===== config.mk =====
export PLATFORM = sky130hd
export DESIGN_NAME = biquad_iir_filter
export DESIGN_NICKNAME = d
export VERILOG_FILES = /design/src/design/bqd_pkg.sv /design/src/design/bqd_mul.sv /design/src/design/biquad_iir_filter.sv
export SDC_FILE = /design/constraint.sdc
export NUM_CORES = 2
export LEC_CHECK = 0
export BUFFER_PORTS_ARGS = -buffer_cell sky130_fd_sc_hd__buf_2
export CAP_MARGIN = 10
export CORE_MARGIN = 2
export CORE_UTILIZATION = 35
export DETAILED_ROUTE_END_ITERATION = 10
export PLACE_DENSITY = 0.6
export SYNTH_ARGS = -nofsm -noshare
export SYNTH_HDL_FRONTEND = slang
export SYNTH_SLANG_ARGS = --single-unit
export TNS_END_PERCENT = 20

===== constraint.sdc =====
create_clock -name clk -period 9.9 [get_ports clk]
set_input_delay 1.98 -clock clk [delete_from_list [all_inputs] [get_ports clk]]
set_output_delay 1.98 -clock clk [all_outputs]
set_load 0.01 [all_outputs]

===== src/design/bqd_pkg.sv =====
// ----------------------------------------------------------------------------
// bqd_pkg: shared types and constants of the biquad filter
// Fixed-point formats, digit sizes, register indexes and operation codes.
// ----------------------------------------------------------------------------
`default_nettype none

package bqd_pkg;

	// Word widths of the fixed-point data path.
	localparam int SAMPLE_W = 24;            // Q1.23 audio samples
	localparam int COEF_W   = 32;            // Q4.28 coefficients
	localparam int DATA_W   = 32;            // Q8.24 delay values
	localparam int ACC_W    = 64;            // Q.50 accumulator
	localparam int DIGIT_W  = 4;             // multiplier digit per cycle
	localparam int DIGITS   = DATA_W / DIGIT_W;
	localparam int CNT_W    = $clog2(DIGITS);
	localparam int TERM_W   = COEF_W + DIGIT_W + 1;
	localparam int CIDX_W   = 3;             // configuration index width

	// Product alignment and rounding.
	localparam int PROD_SH  = 2;             // Q.52 to Q.50
	localparam int X_SH     = 27;            // Q1.23 to Q.50
	localparam int W_SH     = 26;            // Q.50 to Q.24
	localparam int Y_SH     = 27;            // Q.50 to Q.23
	localparam logic signed [ACC_W-1:0] W_RND = 64'sd33554432;   // half LSB of w
	localparam logic signed [ACC_W-1:0] Y_RND = 64'sd67108864;   // half LSB of y

	// Reset value of b0 (1.0 in Q4.28).
	localparam logic signed [COEF_W-1:0] B0_RESET = 32'sh1000_0000;

	// Configuration register indexes.
	typedef enum logic [CIDX_W-1:0] {
		REG_B0 = 3'd0,
		REG_B1 = 3'd1,
		REG_B2 = 3'd2,
		REG_A1 = 3'd3,
		REG_A2 = 3'd4
	} reg_idx_t;

	// Multiply-accumulate operations, in the order they run.
	typedef enum logic [2:0] {
		OP_A1 = 3'd0,
		OP_A2 = 3'd1,
		OP_B0 = 3'd2,
		OP_B1 = 3'd3,
		OP_B2 = 3'd4
	} op_t;

endpackage

`default_nettype wire


===== src/design/bqd_mul.sv =====
// ----------------------------------------------------------------------------
// bqd_mul: digit-serial signed multiplier
// Multiplies a Q4.28 coefficient by a Q8.24 operand, four operand bits per
// cycle, most significant digit first, and holds the exact 64-bit product.
// ----------------------------------------------------------------------------
`default_nettype none

module bqd_mul (
	input  wire logic                                 clk,
	input  wire logic                                 arst_n,
	input  wire logic                                 start,
	input  wire logic signed [bqd_pkg::COEF_W-1:0]    coef,
	input  wire logic signed [bqd_pkg::DATA_W-1:0]    opnd,
	output logic signed [bqd_pkg::ACC_W-1:0]          product,
	output logic                                      done
);

	localparam logic [bqd_pkg::CNT_W-1:0] LAST_DIGIT =
		bqd_pkg::CNT_W'(bqd_pkg::DIGITS - 1);

	logic                                       busy_q;
	logic                                       done_q;
	logic [bqd_pkg::CNT_W-1:0]                  cnt_q;
	logic signed [bqd_pkg::COEF_W-1:0]          coef_q;
	logic [bqd_pkg::DATA_W-1:0]                 opnd_q;
	logic signed [bqd_pkg::ACC_W-1:0]           prod_q;

	logic                                       sign_ext;
	logic signed [bqd_pkg::DIGIT_W:0]           digit;
	logic signed [bqd_pkg::TERM_W-1:0]          term;
	logic signed [bqd_pkg::ACC_W-1:0]           prod_next;

	// Only the leading digit carries the operand's sign; the rest are unsigned.
	assign sign_ext = (cnt_q == '0) & opnd_q[bqd_pkg::DATA_W-1];
	assign digit    = {sign_ext, opnd_q[bqd_pkg::DATA_W-1 -: bqd_pkg::DIGIT_W]};

	always_comb begin
		term = $signed({{(bqd_pkg::TERM_W-bqd_pkg::COEF_W){coef_q[bqd_pkg::COEF_W-1]}}, coef_q})
			* $signed({{(bqd_pkg::TERM_W-bqd_pkg::DIGIT_W-1){digit[bqd_pkg::DIGIT_W]}}, digit});
		prod_next = (prod_q <<< bqd_pkg::DIGIT_W)
			+ $signed({{(bqd_pkg::ACC_W-bqd_pkg::TERM_W){term[bqd_pkg::TERM_W-1]}}, term});
	end

	always_ff @(posedge clk or negedge arst_n) begin
		if (!arst_n) begin
			busy_q <= 1'b0;
			done_q <= 1'b0;
			cnt_q  <= '0;
		end else begin
			done_q <= 1'b0;
			if (start) begin
				busy_q <= 1'b1;
				cnt_q  <= '0;
			end else if (busy_q) begin
				cnt_q <= cnt_q + bqd_pkg::CNT_W'(1);
				if (cnt_q == LAST_DIGIT) begin
					busy_q <= 1'b0;
					done_q <= 1'b1;
				end
			end
		end
	end

	always_ff @(posedge clk) begin
		if (start) begin
			coef_q <= coef;
			opnd_q <= opnd;
			prod_q <= '0;
		end else if (busy_q) begin
			prod_q <= prod_next;
			opnd_q <= opnd_q << bqd_pkg::DIGIT_W;
		end
	end

	assign product = prod_q;
	assign done    = done_q;

endmodule

`default_nettype wire


===== src/design/biquad_iir_filter.sv =====
// ----------------------------------------------------------------------------
// biquad_iir_filter: second-order IIR section, direct form II, fixed point
// Schedule: one sample at a time. Its five products run through a single
// digit-serial multiplier; the S_RW step rounds w after the feedback products
// and S_RY rounds y after the rest. The idle state takes the next beat. A
// stalled output beat holds the last step.
// Reset: arst_n clears the delay line, restores the coefficients to b0 = 1.0
// and the rest 0, and empties the output register. No clearing pass follows.
// ----------------------------------------------------------------------------
`default_nettype none

module biquad_iir_filter (
	input  wire logic                                   clk,
	input  wire logic                                   arst_n,
	// Configuration write port.
	input  wire logic                                   cfg_we,
	input  wire logic [bqd_pkg::CIDX_W-1:0]             cfg_index,
	input  wire logic [bqd_pkg::COEF_W-1:0]             cfg_data,
	// Input channel.
	input  wire logic                                   in_valid,
	output logic                                        in_ready,
	input  wire logic signed [bqd_pkg::SAMPLE_W-1:0]    sample_in,
	input  wire logic                                   block_last,
	// Output channel.
	output logic                                        out_valid,
	input  wire logic                                   out_ready,
	output logic signed [bqd_pkg::SAMPLE_W-1:0]         sample_out,
	output logic                                        out_last,
	output logic                                        clipped
);

	// The sequencer walks one sample through its five products. Each product
	// takes a start step in S_START and then waits in S_MUL for the multiplier;
	// the result is folded into the accumulator on the cycle the multiplier reports done.
	typedef enum logic [4:0] {
		S_IDLE  = 5'b00001,
		S_START = 5'b00010,
		S_MUL   = 5'b00100,
		S_RW    = 5'b01000,
		S_RY    = 5'b10000
	} state_t;

	state_t                                   state_q;
	bqd_pkg::op_t                             op_q;

	// Coefficient registers.
	logic signed [bqd_pkg::COEF_W-1:0]        b0_q, b1_q, b2_q, a1_q, a2_q;

	// Delay line and working registers.
	logic signed [bqd_pkg::DATA_W-1:0]        w1_q, w2_q, w_q;
	logic signed [bqd_pkg::ACC_W-1:0]         acc_q;
	logic                                     last_q;
	logic                                     clip_q;

	// Output register.
	logic                                     out_valid_q;
	logic signed [bqd_pkg::SAMPLE_W-1:0]      out_sample_q;
	logic                                     out_last_q;
	logic                                     out_clip_q;

	// Multiplier hookup.
	logic                                     mul_start;
	logic signed [bqd_pkg::COEF_W-1:0]        mul_coef;
	logic signed [bqd_pkg::DATA_W-1:0]        mul_opnd;
	logic signed [bqd_pkg::ACC_W-1:0]         mul_prod;
	logic                                     mul_done;
	logic signed [bqd_pkg::ACC_W-1:0]         prod_sh;
	logic                                     op_sub;

	// Rounding and saturation.
	logic signed [bqd_pkg::ACC_W-1:0]         rw_sum, rw_sh, ry_sum, ry_sh;
	logic                                     w_ovf, y_ovf;
	logic signed [bqd_pkg::DATA_W-1:0]        w_sat;
	logic signed [bqd_pkg::SAMPLE_W-1:0]      y_sat;

	logic                                     in_beat;
	logic                                     out_free;

	assign in_ready  = (state_q == S_IDLE);
	assign in_beat   = in_valid & in_ready;
	assign out_free  = !out_valid_q || out_ready;
	assign mul_start = (state_q == S_START);

	// Operand selection per operation. The feedback terms are subtracted.
	always_comb begin
		unique case (op_q)
			bqd_pkg::OP_A1: begin
				mul_coef = a1_q;
				mul_opnd = w1_q;
				op_sub   = 1'b1;
			end
			bqd_pkg::OP_A2: begin
				mul_coef = a2_q;
				mul_opnd = w2_q;
				op_sub   = 1'b1;
			end
			bqd_pkg::OP_B0: begin
				mul_coef = b0_q;
				mul_opnd = w_q;
				op_sub   = 1'b0;
			end
			bqd_pkg::OP_B1: begin
				mul_coef = b1_q;
				mul_opnd = w1_q;
				op_sub   = 1'b0;
			end
			bqd_pkg::OP_B2: begin
				mul_coef = b2_q;
				mul_opnd = w2_q;
				op_sub   = 1'b0;
			end
			default: begin
				mul_coef = '0;
				mul_opnd = '0;
				op_sub   = 1'b0;
			end
		endcase
	end

	bqd_mul u_mul (
		.clk     (clk),
		.arst_n  (arst_n),
		.start   (mul_start),
		.coef    (mul_coef),
		.opnd    (mul_opnd),
		.product (mul_prod),
		.done    (mul_done)
	);

	// Each product is floored to Q.50 on its own before it is summed.
	assign prod_sh = mul_prod >>> bqd_pkg::PROD_SH;

	// Round half up, then saturate. The shifted sum fits the target width
	// exactly when all bits from the target's sign bit upward agree.
	always_comb begin
		rw_sum = acc_q + bqd_pkg::W_RND;
		rw_sh  = rw_sum >>> bqd_pkg::W_SH;
		w_ovf  = !((&rw_sh[bqd_pkg::ACC_W-1:bqd_pkg::DATA_W-1])
			|| !(|rw_sh[bqd_pkg::ACC_W-1:bqd_pkg::DATA_W-1]));
		if (w_ovf) begin
			w_sat = rw_sh[bqd_pkg::ACC_W-1]
				? {1'b1, {(bqd_pkg::DATA_W-1){1'b0}}}
				: {1'b0, {(bqd_pkg::DATA_W-1){1'b1}}};
		end else begin
			w_sat = rw_sh[bqd_pkg::DATA_W-1:0];
		end

		ry_sum = acc_q + bqd_pkg::Y_RND;
		ry_sh  = ry_sum >>> bqd_pkg::Y_SH;
		y_ovf  = !((&ry_sh[bqd_pkg::ACC_W-1:bqd_pkg::SAMPLE_W-1])
			|| !(|ry_sh[bqd_pkg::ACC_W-1:bqd_pkg::SAMPLE_W-1]));
		if (y_ovf) begin
			y_sat = ry_sh[bqd_pkg::ACC_W-1]
				? {1'b1, {(bqd_pkg::SAMPLE_W-1){1'b0}}}
				: {1'b0, {(bqd_pkg::SAMPLE_W-1){1'b1}}};
		end else begin
			y_sat = ry_sh[bqd_pkg::SAMPLE_W-1:0];
		end
	end

	// Coefficient writes. Indexes past the last register are dropped.
	always_ff @(posedge clk or negedge arst_n) begin
		if (!arst_n) begin
			b0_q <= bqd_pkg::B0_RESET;
			b1_q <= '0;
			b2_q <= '0;
			a1_q <= '0;
			a2_q <= '0;
		end else if (cfg_we) begin
			unique case (cfg_index)
				bqd_pkg::REG_B0: b0_q <= cfg_data;
				bqd_pkg::REG_B1: b1_q <= cfg_data;
				bqd_pkg::REG_B2: b2_q <= cfg_data;
				bqd_pkg::REG_A1: a1_q <= cfg_data;
				bqd_pkg::REG_A2: a2_q <= cfg_data;
				default: ;
			endcase
		end
	end

	// Sequencer, delay line and output register.
	always_ff @(posedge clk or negedge arst_n) begin
		if (!arst_n) begin
			state_q     <= S_IDLE;
			op_q        <= bqd_pkg::OP_A1;
			w1_q        <= '0;
			w2_q        <= '0;
			out_valid_q <= 1'b0;
		end else begin
			// In the last step the output register is reloaded below instead.
			if (out_valid_q && out_ready && state_q != S_RY) begin
				out_valid_q <= 1'b0;
			end
			unique case (state_q)
				S_IDLE: begin
					if (in_beat) begin
						op_q    <= bqd_pkg::OP_A1;
						state_q <= S_START;
					end
				end
				S_START: begin
					state_q <= S_MUL;
				end
				S_MUL: begin
					if (mul_done) begin
						unique case (op_q)
							bqd_pkg::OP_A1: begin
								op_q    <= bqd_pkg::OP_A2;
								state_q <= S_START;
							end
							bqd_pkg::OP_A2: state_q <= S_RW;
							bqd_pkg::OP_B0: begin
								op_q    <= bqd_pkg::OP_B1;
								state_q <= S_START;
							end
							bqd_pkg::OP_B1: begin
								op_q    <= bqd_pkg::OP_B2;
								state_q <= S_START;
							end
							bqd_pkg::OP_B2: state_q <= S_RY;
							default: state_q <= S_IDLE;
						endcase
					end
				end
				S_RW: begin
					op_q    <= bqd_pkg::OP_B0;
					state_q <= S_START;
				end
				S_RY: begin
					// Hold the finished sample until the output register frees up.
					if (out_free) begin
						out_valid_q <= 1'b1;
						w2_q        <= w1_q;
						w1_q        <= w_q;
						state_q     <= S_IDLE;
					end
				end
				default: state_q <= S_IDLE;
			endcase
		end
	end

	// Data path registers without reset.
	always_ff @(posedge clk) begin
		if (in_beat) begin
			acc_q  <= {{(bqd_pkg::ACC_W-bqd_pkg::SAMPLE_W-bqd_pkg::X_SH)
				{sample_in[bqd_pkg::SAMPLE_W-1]}},
				sample_in, {bqd_pkg::X_SH{1'b0}}};
			last_q <= block_last;
			clip_q <= 1'b0;
		end else if (state_q == S_MUL && mul_done) begin
			acc_q <= op_sub ? (acc_q - prod_sh) : (acc_q + prod_sh);
		end else if (state_q == S_RW) begin
			w_q    <= w_sat;
			clip_q <= clip_q | w_ovf;
			acc_q  <= '0;
		end
		if (state_q == S_RY && out_free) begin
			out_sample_q <= y_sat;
			out_last_q   <= last_q;
			out_clip_q   <= clip_q | y_ovf;
		end
	end

	assign out_valid  = out_valid_q;
	assign sample_out = out_sample_q;
	assign out_last   = out_last_q;
	assign clipped    = out_clip_q;

endmodule

`default_nettype wire


* Word level (Yosys, flattened, before mapping)
Cells that the tools add are included.
** Cells by class
- $add $sub $neg :: 6
- $mul :: 1
- Divide/modulo/power cells :: 0
- Order comparisons :: 0
- Eq/ne operators :: 19
- Shifts and indexed selects :: 0
- Muxes and demuxes :: 33
- Bitwise operators :: 6
- Reduce and logical (&&, ||, !) cells :: 37
** Operators with widths (number)
- $mux W64 :: 4
- $pmux W32 S5 :: 1
- $mux W32 :: 4
- $pmux W32 S3 :: 1
- $add A64 B27 Y64 const B :: 1
- $add A64 B28 Y64 const B :: 1
- $add A64 B37 Y64 :: 1
- $add A64 B62 Y64 :: 1
- $sub A64 B62 Y64 :: 1
- $mux W24 :: 2
- $mul A32 B5 Y37 :: 1
- $pmux W5 S5 :: 1
- $pmux W3 S3 :: 2
- $mux W5 :: 3
- $pmux W5 S3 :: 1
- $reduce_and A14 Y1 :: 1
- $reduce_and A2 Y1 :: 7
- $reduce_or A14 Y1 :: 1
- $eq A3 B2 Y1 const B :: 4
- $mux W3 :: 4
- $mux W1 :: 10
- $eq A3 B3 Y1 const B :: 3
- $logic_not A3 Y1 :: 3
- $reduce_and A7 Y1 :: 1
- other kinds (24) :: 43
** Word-level totals
- Register bits after elaboration :: 490
- Latch bits :: 0
- Bits in writable memories :: 0
- Bits in read-only memories :: 0
- Input bits :: 65
- Output and inout bits :: 28
- Logic and storage cells :: 126
- Memories :: 0

* Logic depth before layout (Yosys ltp)
- Word-level depth :: 6
- Gate-level depth with buffers :: 25
- Mapped depth without buffers :: 23

* Modules after synthesis
Synthesis repeated with hierarchy kept, for this count alone.
** Second synthesis, totals
- Cells, all modules :: 3917
- Area, all modules :: 37747.5 µm²
** Modules (own cells, without submodules)
- biquad_iir_filter :: times used 1, cells each 2401, area an instance 22581.7 µm²
- bqd_mul :: times used 1, cells each 1516, area an instance 15165.8 µm²

* Least setup slack after synthesis
Ideal clock, no wire load.
- Path kind :: register -> register
- From :: register u_mul.cnt_q[0] (netlist bit)
- To :: register u_mul.prod_q, in the netlist u_mul.product[62]
- Data arrival time :: 6.334 ns
- Required time :: 9.771 ns
- Slack :: 3.437 ns
- Stages on the path, launching flop included :: 25
- Path buffers :: 1
- Clock period less this slack :: 6.463 ns
- Path through :: dfrtp_1 -> inv_1 -> ha_1 -> nand3b_1 -> inv_1 -> or2_2 -> ha_1 -> inv_1 -> fa_1 -> inv_1 -> fa_1 -> ha_1 -> ha_1 -> clkbuf_1 -> a21o_1 -> a21o_1 -> a21oi_1 -> and2_1 -> o211ai_1 -> a21oi_1 -> nor3_1 -> a31o_2 -> a211oi_1 -> xor2_1 -> o21ai_0
** On the way
- Longest elaborated chain between the ends :: 4
** Ends and longest elaborated chain
- from (decl) :: line bqd_mul.sv:23 : logic [bqd_pkg::CNT_W-1:0] cnt_q;
- from (signal assigned) :: line bqd_mul.sv:55 : cnt_q <= cnt_q + bqd_pkg::CNT_W'(1);
- $logic_not A3 Y1 :: line bqd_mul.sv:34 : assign sign_ext = (cnt_q == '0) & opnd_q[bqd_pkg::DATA_W-1];
- $and A1 B1 Y1 :: line bqd_mul.sv:34
- $mul A32 B5 Y37 :: line bqd_mul.sv:39 : * $signed({{(bqd_pkg::TERM_W-bqd_pkg::DIGIT_W-1){digit[bqd_pkg::DIGIT_W]}}, digit});
- $add A64 B37 Y64 :: line bqd_mul.sv:41 : + $signed({{(bqd_pkg::ACC_W-bqd_pkg::TERM_W){term[bqd_pkg::TERM_W-1]}}, term});
- to (signal assigned) :: line bqd_mul.sv:70 : prod_q <= prod_next;
- to (decl) :: line bqd_mul.sv:26 : logic signed [bqd_pkg::ACC_W-1:0] prod_q;
Every way passes these cells.
A chain may end at the register's enable or synchronous reset.

* Final worst setup path
- From :: register u_mul.opnd_q[31] (netlist bit)
- To :: register u_mul.prod_q, in the netlist u_mul.product[62]
** On the way
- Longest elaborated chain between the ends :: 3
** Ends and longest elaborated chain
- from (decl) :: line bqd_mul.sv:25 : logic [bqd_pkg::DATA_W-1:0] opnd_q;
- from (signal assigned) :: line bqd_mul.sv:67 : opnd_q <= opnd;
- from (signal assigned) :: line bqd_mul.sv:71 : opnd_q <= opnd_q << bqd_pkg::DIGIT_W;
- $and A1 B1 Y1 :: line bqd_mul.sv:34
- $mul A32 B5 Y37 (*) :: line bqd_mul.sv:39
- $add A64 B37 Y64 (*) :: line bqd_mul.sv:41
Every way passes the cells marked *; elsewhere a longest branch is shown, timed or not.

==> run metrics <==
status=finished, final reports clean; fmax=0.136 GHz; area occupied by multi-input gates=22400 sq um; cells along the critical path=buf_4 > nand3b_1 > buf_4 > inv_1 > or2_2 > ha_1 > inv_1 > fa_1 > inv_1 > fa_1 > ha_1 > ha_1 > a21o_1 > a21o_1 > a21oi_1 > and2_1 > o211ai_1 > a21oi_1 > nor3_1 > a31o_2 > a211oi_1 > xor2_1 > o21ai_0; Worst path top cell family by delay=adder cells; WP data required=10.36 ns; EDFF count, synth=160; Num CTS Buffers=58; Initial Util=35.4%; wire length per cell=18.4 microns; GR Overflow Total=0; largest net degree at the start of global routing=118; CP Launch Point=u_mul.opnd_q[31]; Pre-antenna DRT Iters=5; first-pass GRT wire length=156 mm; clk root buf=clkbuf_16; DP Cell Count=5180; Reg clk slew, reported paths=0.06 ns; fin crit period=7.36 ns; Slew @ Worst Pin=1.07 ns; crit-path max FO=33; unrepaired setup endpoints after global routing=false; worst path bufs/invs=5; Iter 0 DRT Violations=1949; cts hold-fix bufs=0; FF-to-FF path depth=23; WP depth=23; number of global-route vias before repair=28004; Hold Path Cell Cnt=0; ANT cells=0; via/cell ratio=5.27; Crit path largest cell delay=0.94 ns; setup bufs post-CTS=0; Max Buffers Root-to-Sink=3; DRC Markers=0; library cells used by synthesis=79; Tcrit/Tclk final=74.3%; worst hold slack=0.418 ns; remaining antenna violation count=0; I/O Buffers=92; CP arrival=7.82 ns; Worst slew margin=28.6%; GPL Wtd Cong=0.902; top_reg_cell synth=dfrtp_1; Die Ht=328 microns; syn avg cell area=9.52 sq um; H-tree levels=2; CTS tree=done; Non-Filler Instances=5289; Layout area overhead=10.5%; crit path launch type=flop; Boundary Pins=93; Crit Path Category=reg2reg; RR Startpoint=u_mul.opnd_q[31]; Synth Register Bits=490; Place WS=2.50 ns; Skew-Pair Late Insertion Delay=0.66 ns; TritonCTS Sinks=490; Resize count post-CTS=0; Std-Cell Rows=118; Yosys warning total=0; worst setup path end=u_mul.product[62]; initial antenna violation count=0; FF-to-FF setup slack=2.54 ns; sequential cell area=12600 sq um; post-route setup TNS=0 ns; Critical Path Sink Type=flop; post-layout net count=4334; Final HPWL DP=70.0 mm; sequential share of the synthesized area=34.3%; Synth Cell Area=36800 sq um; total number of vias=27866; Hold Fails Final Rpt=0; Post-Syn Instances=3866; die area=108000 sq um; FF-to-FF End=u_mul.product[62]; Max-Cap Viols=0; Post-Route WL=97.3 mm; setup ws final=2.54 ns; Core Region=104000 sq um; GRT Overall Usage=18.0%; Post-synth ARST share=48.6%; Final Slew Violations=0; count of final setup violators=0; Hold/Removal Path Class=reg2reg; Die X-Extent=328 microns; layout cell share with drive strength beyond 1=11.2%; critical path's slowest cell=ha_1; syn nets=4340; # fillers=10326; Worst Clk Skew=0.0674 ns
[cells in the mapped netlist (12+ instances only)]
cell,count,area share (%)
buf_1,18,0.18
dfrtp_1,236,16
nand4_1,54,0.92
and2_1,132,2.2
a211oi_1,73,1.5
a221o_1,36,0.98
ha_1,197,6.7
nand2_1,471,4.8
o21bai_1,27,0.55
dfxtp_1,92,5.0
or3_1,14,0.24
inv_1,280,2.9
edfxtp_1,160,13
a21o_1,59,1.2
nor2b_1,46,0.78
nor4_1,12,0.20
nand2b_1,21,0.36
a31oi_1,28,0.48
fa_1,212,12
and3_1,27,0.46
mux2i_1,124,3.4
nor3_1,53,0.72
xor2_1,102,2.4
nand3_1,58,0.79
o21ai_0,229,3.1
xnor2_1,146,3.5
nor2_1,215,2.2
mux2_2,162,5.0
o31ai_1,18,0.37
clkbuf_1,178,1.8
a21oi_1,250,3.4
[metrics by stage]
stage | instance area (sq um) | utilization [%]
final | 40700 | 39.1
after global routing | 40700 | 39.1
after CTS | 40700 | 39.1
after detailed placement | 38600 | 37.2
after global placement | 38600 | 37.2
after floorplan | 36800 | -
[layer usage]
metal | global-route usage [%] | routed length [microns]
met1 | 24.7 | 44700
met2 | 30.0 | 46100
met3 | 1.71 | 3800
met4 | 5.22 | 2650
met5 | 0 | 0
[placed cells by master (no fill, tap or decap), types with 43 or more instances in the layout]
cell,netlist,final
a211oi_1,73,73
inv_1,280,278
buf_2,0,91
edfxtp_1,160,160
nor2_1,215,213
a21o_1,59,59
nor2b_1,46,45
o21ai_0,229,229
ha_1,197,197
dfxtp_1,92,92
xor2_1,102,102
nand3_1,58,57
nor3_1,53,49
and2_1,132,131
a21oi_1,250,250
nand4_1,54,54
dfrtp_1,236,233
mux2_2,162,162
nand2_1,471,470
fa_1,212,212
buf_4,0,43
clkbuf_16,0,60
xnor2_1,146,146
mux2i_1,124,124
[cell families after synthesis]
| logic type | synth area share (%) |
|---|---|
| AND/OR/NAND/NOR | 14.9 |
| AO/OA/AOI/OAI | 13.3 |
| flip-flops | 34.3 |
| buffers and inverters | 4.97 |
| adder cells (fa/ha/maj) | 18.2 |
| multiplexers | 8.33 |
| XOR/XNOR | 5.98 |
[worst min path at each step]
stage / from / end / slack (ns)
floorplan: last_q / out_last / 0.40
global placement: last_q / out_last / 0.40
detailed placement: last_q / out_last / 0.41
CTS: last_q / out_last / 0.42
global route: last_q / out_last / 0.44
finish: last_q / out_last / 0.42
[final cells by class]
type	count	area share (%)
inverter	281	2.60
clock buffer	77	4.02
tap	1380	4.25
timing repair buffer	135	1.95
sequential	490	31.0
clock inverter	32	0.948
multi-input combinational	2894	55.2
Power is not shown: default switching activity piles up to over one toggle a cycle in this logic, so the estimate is an artifact.
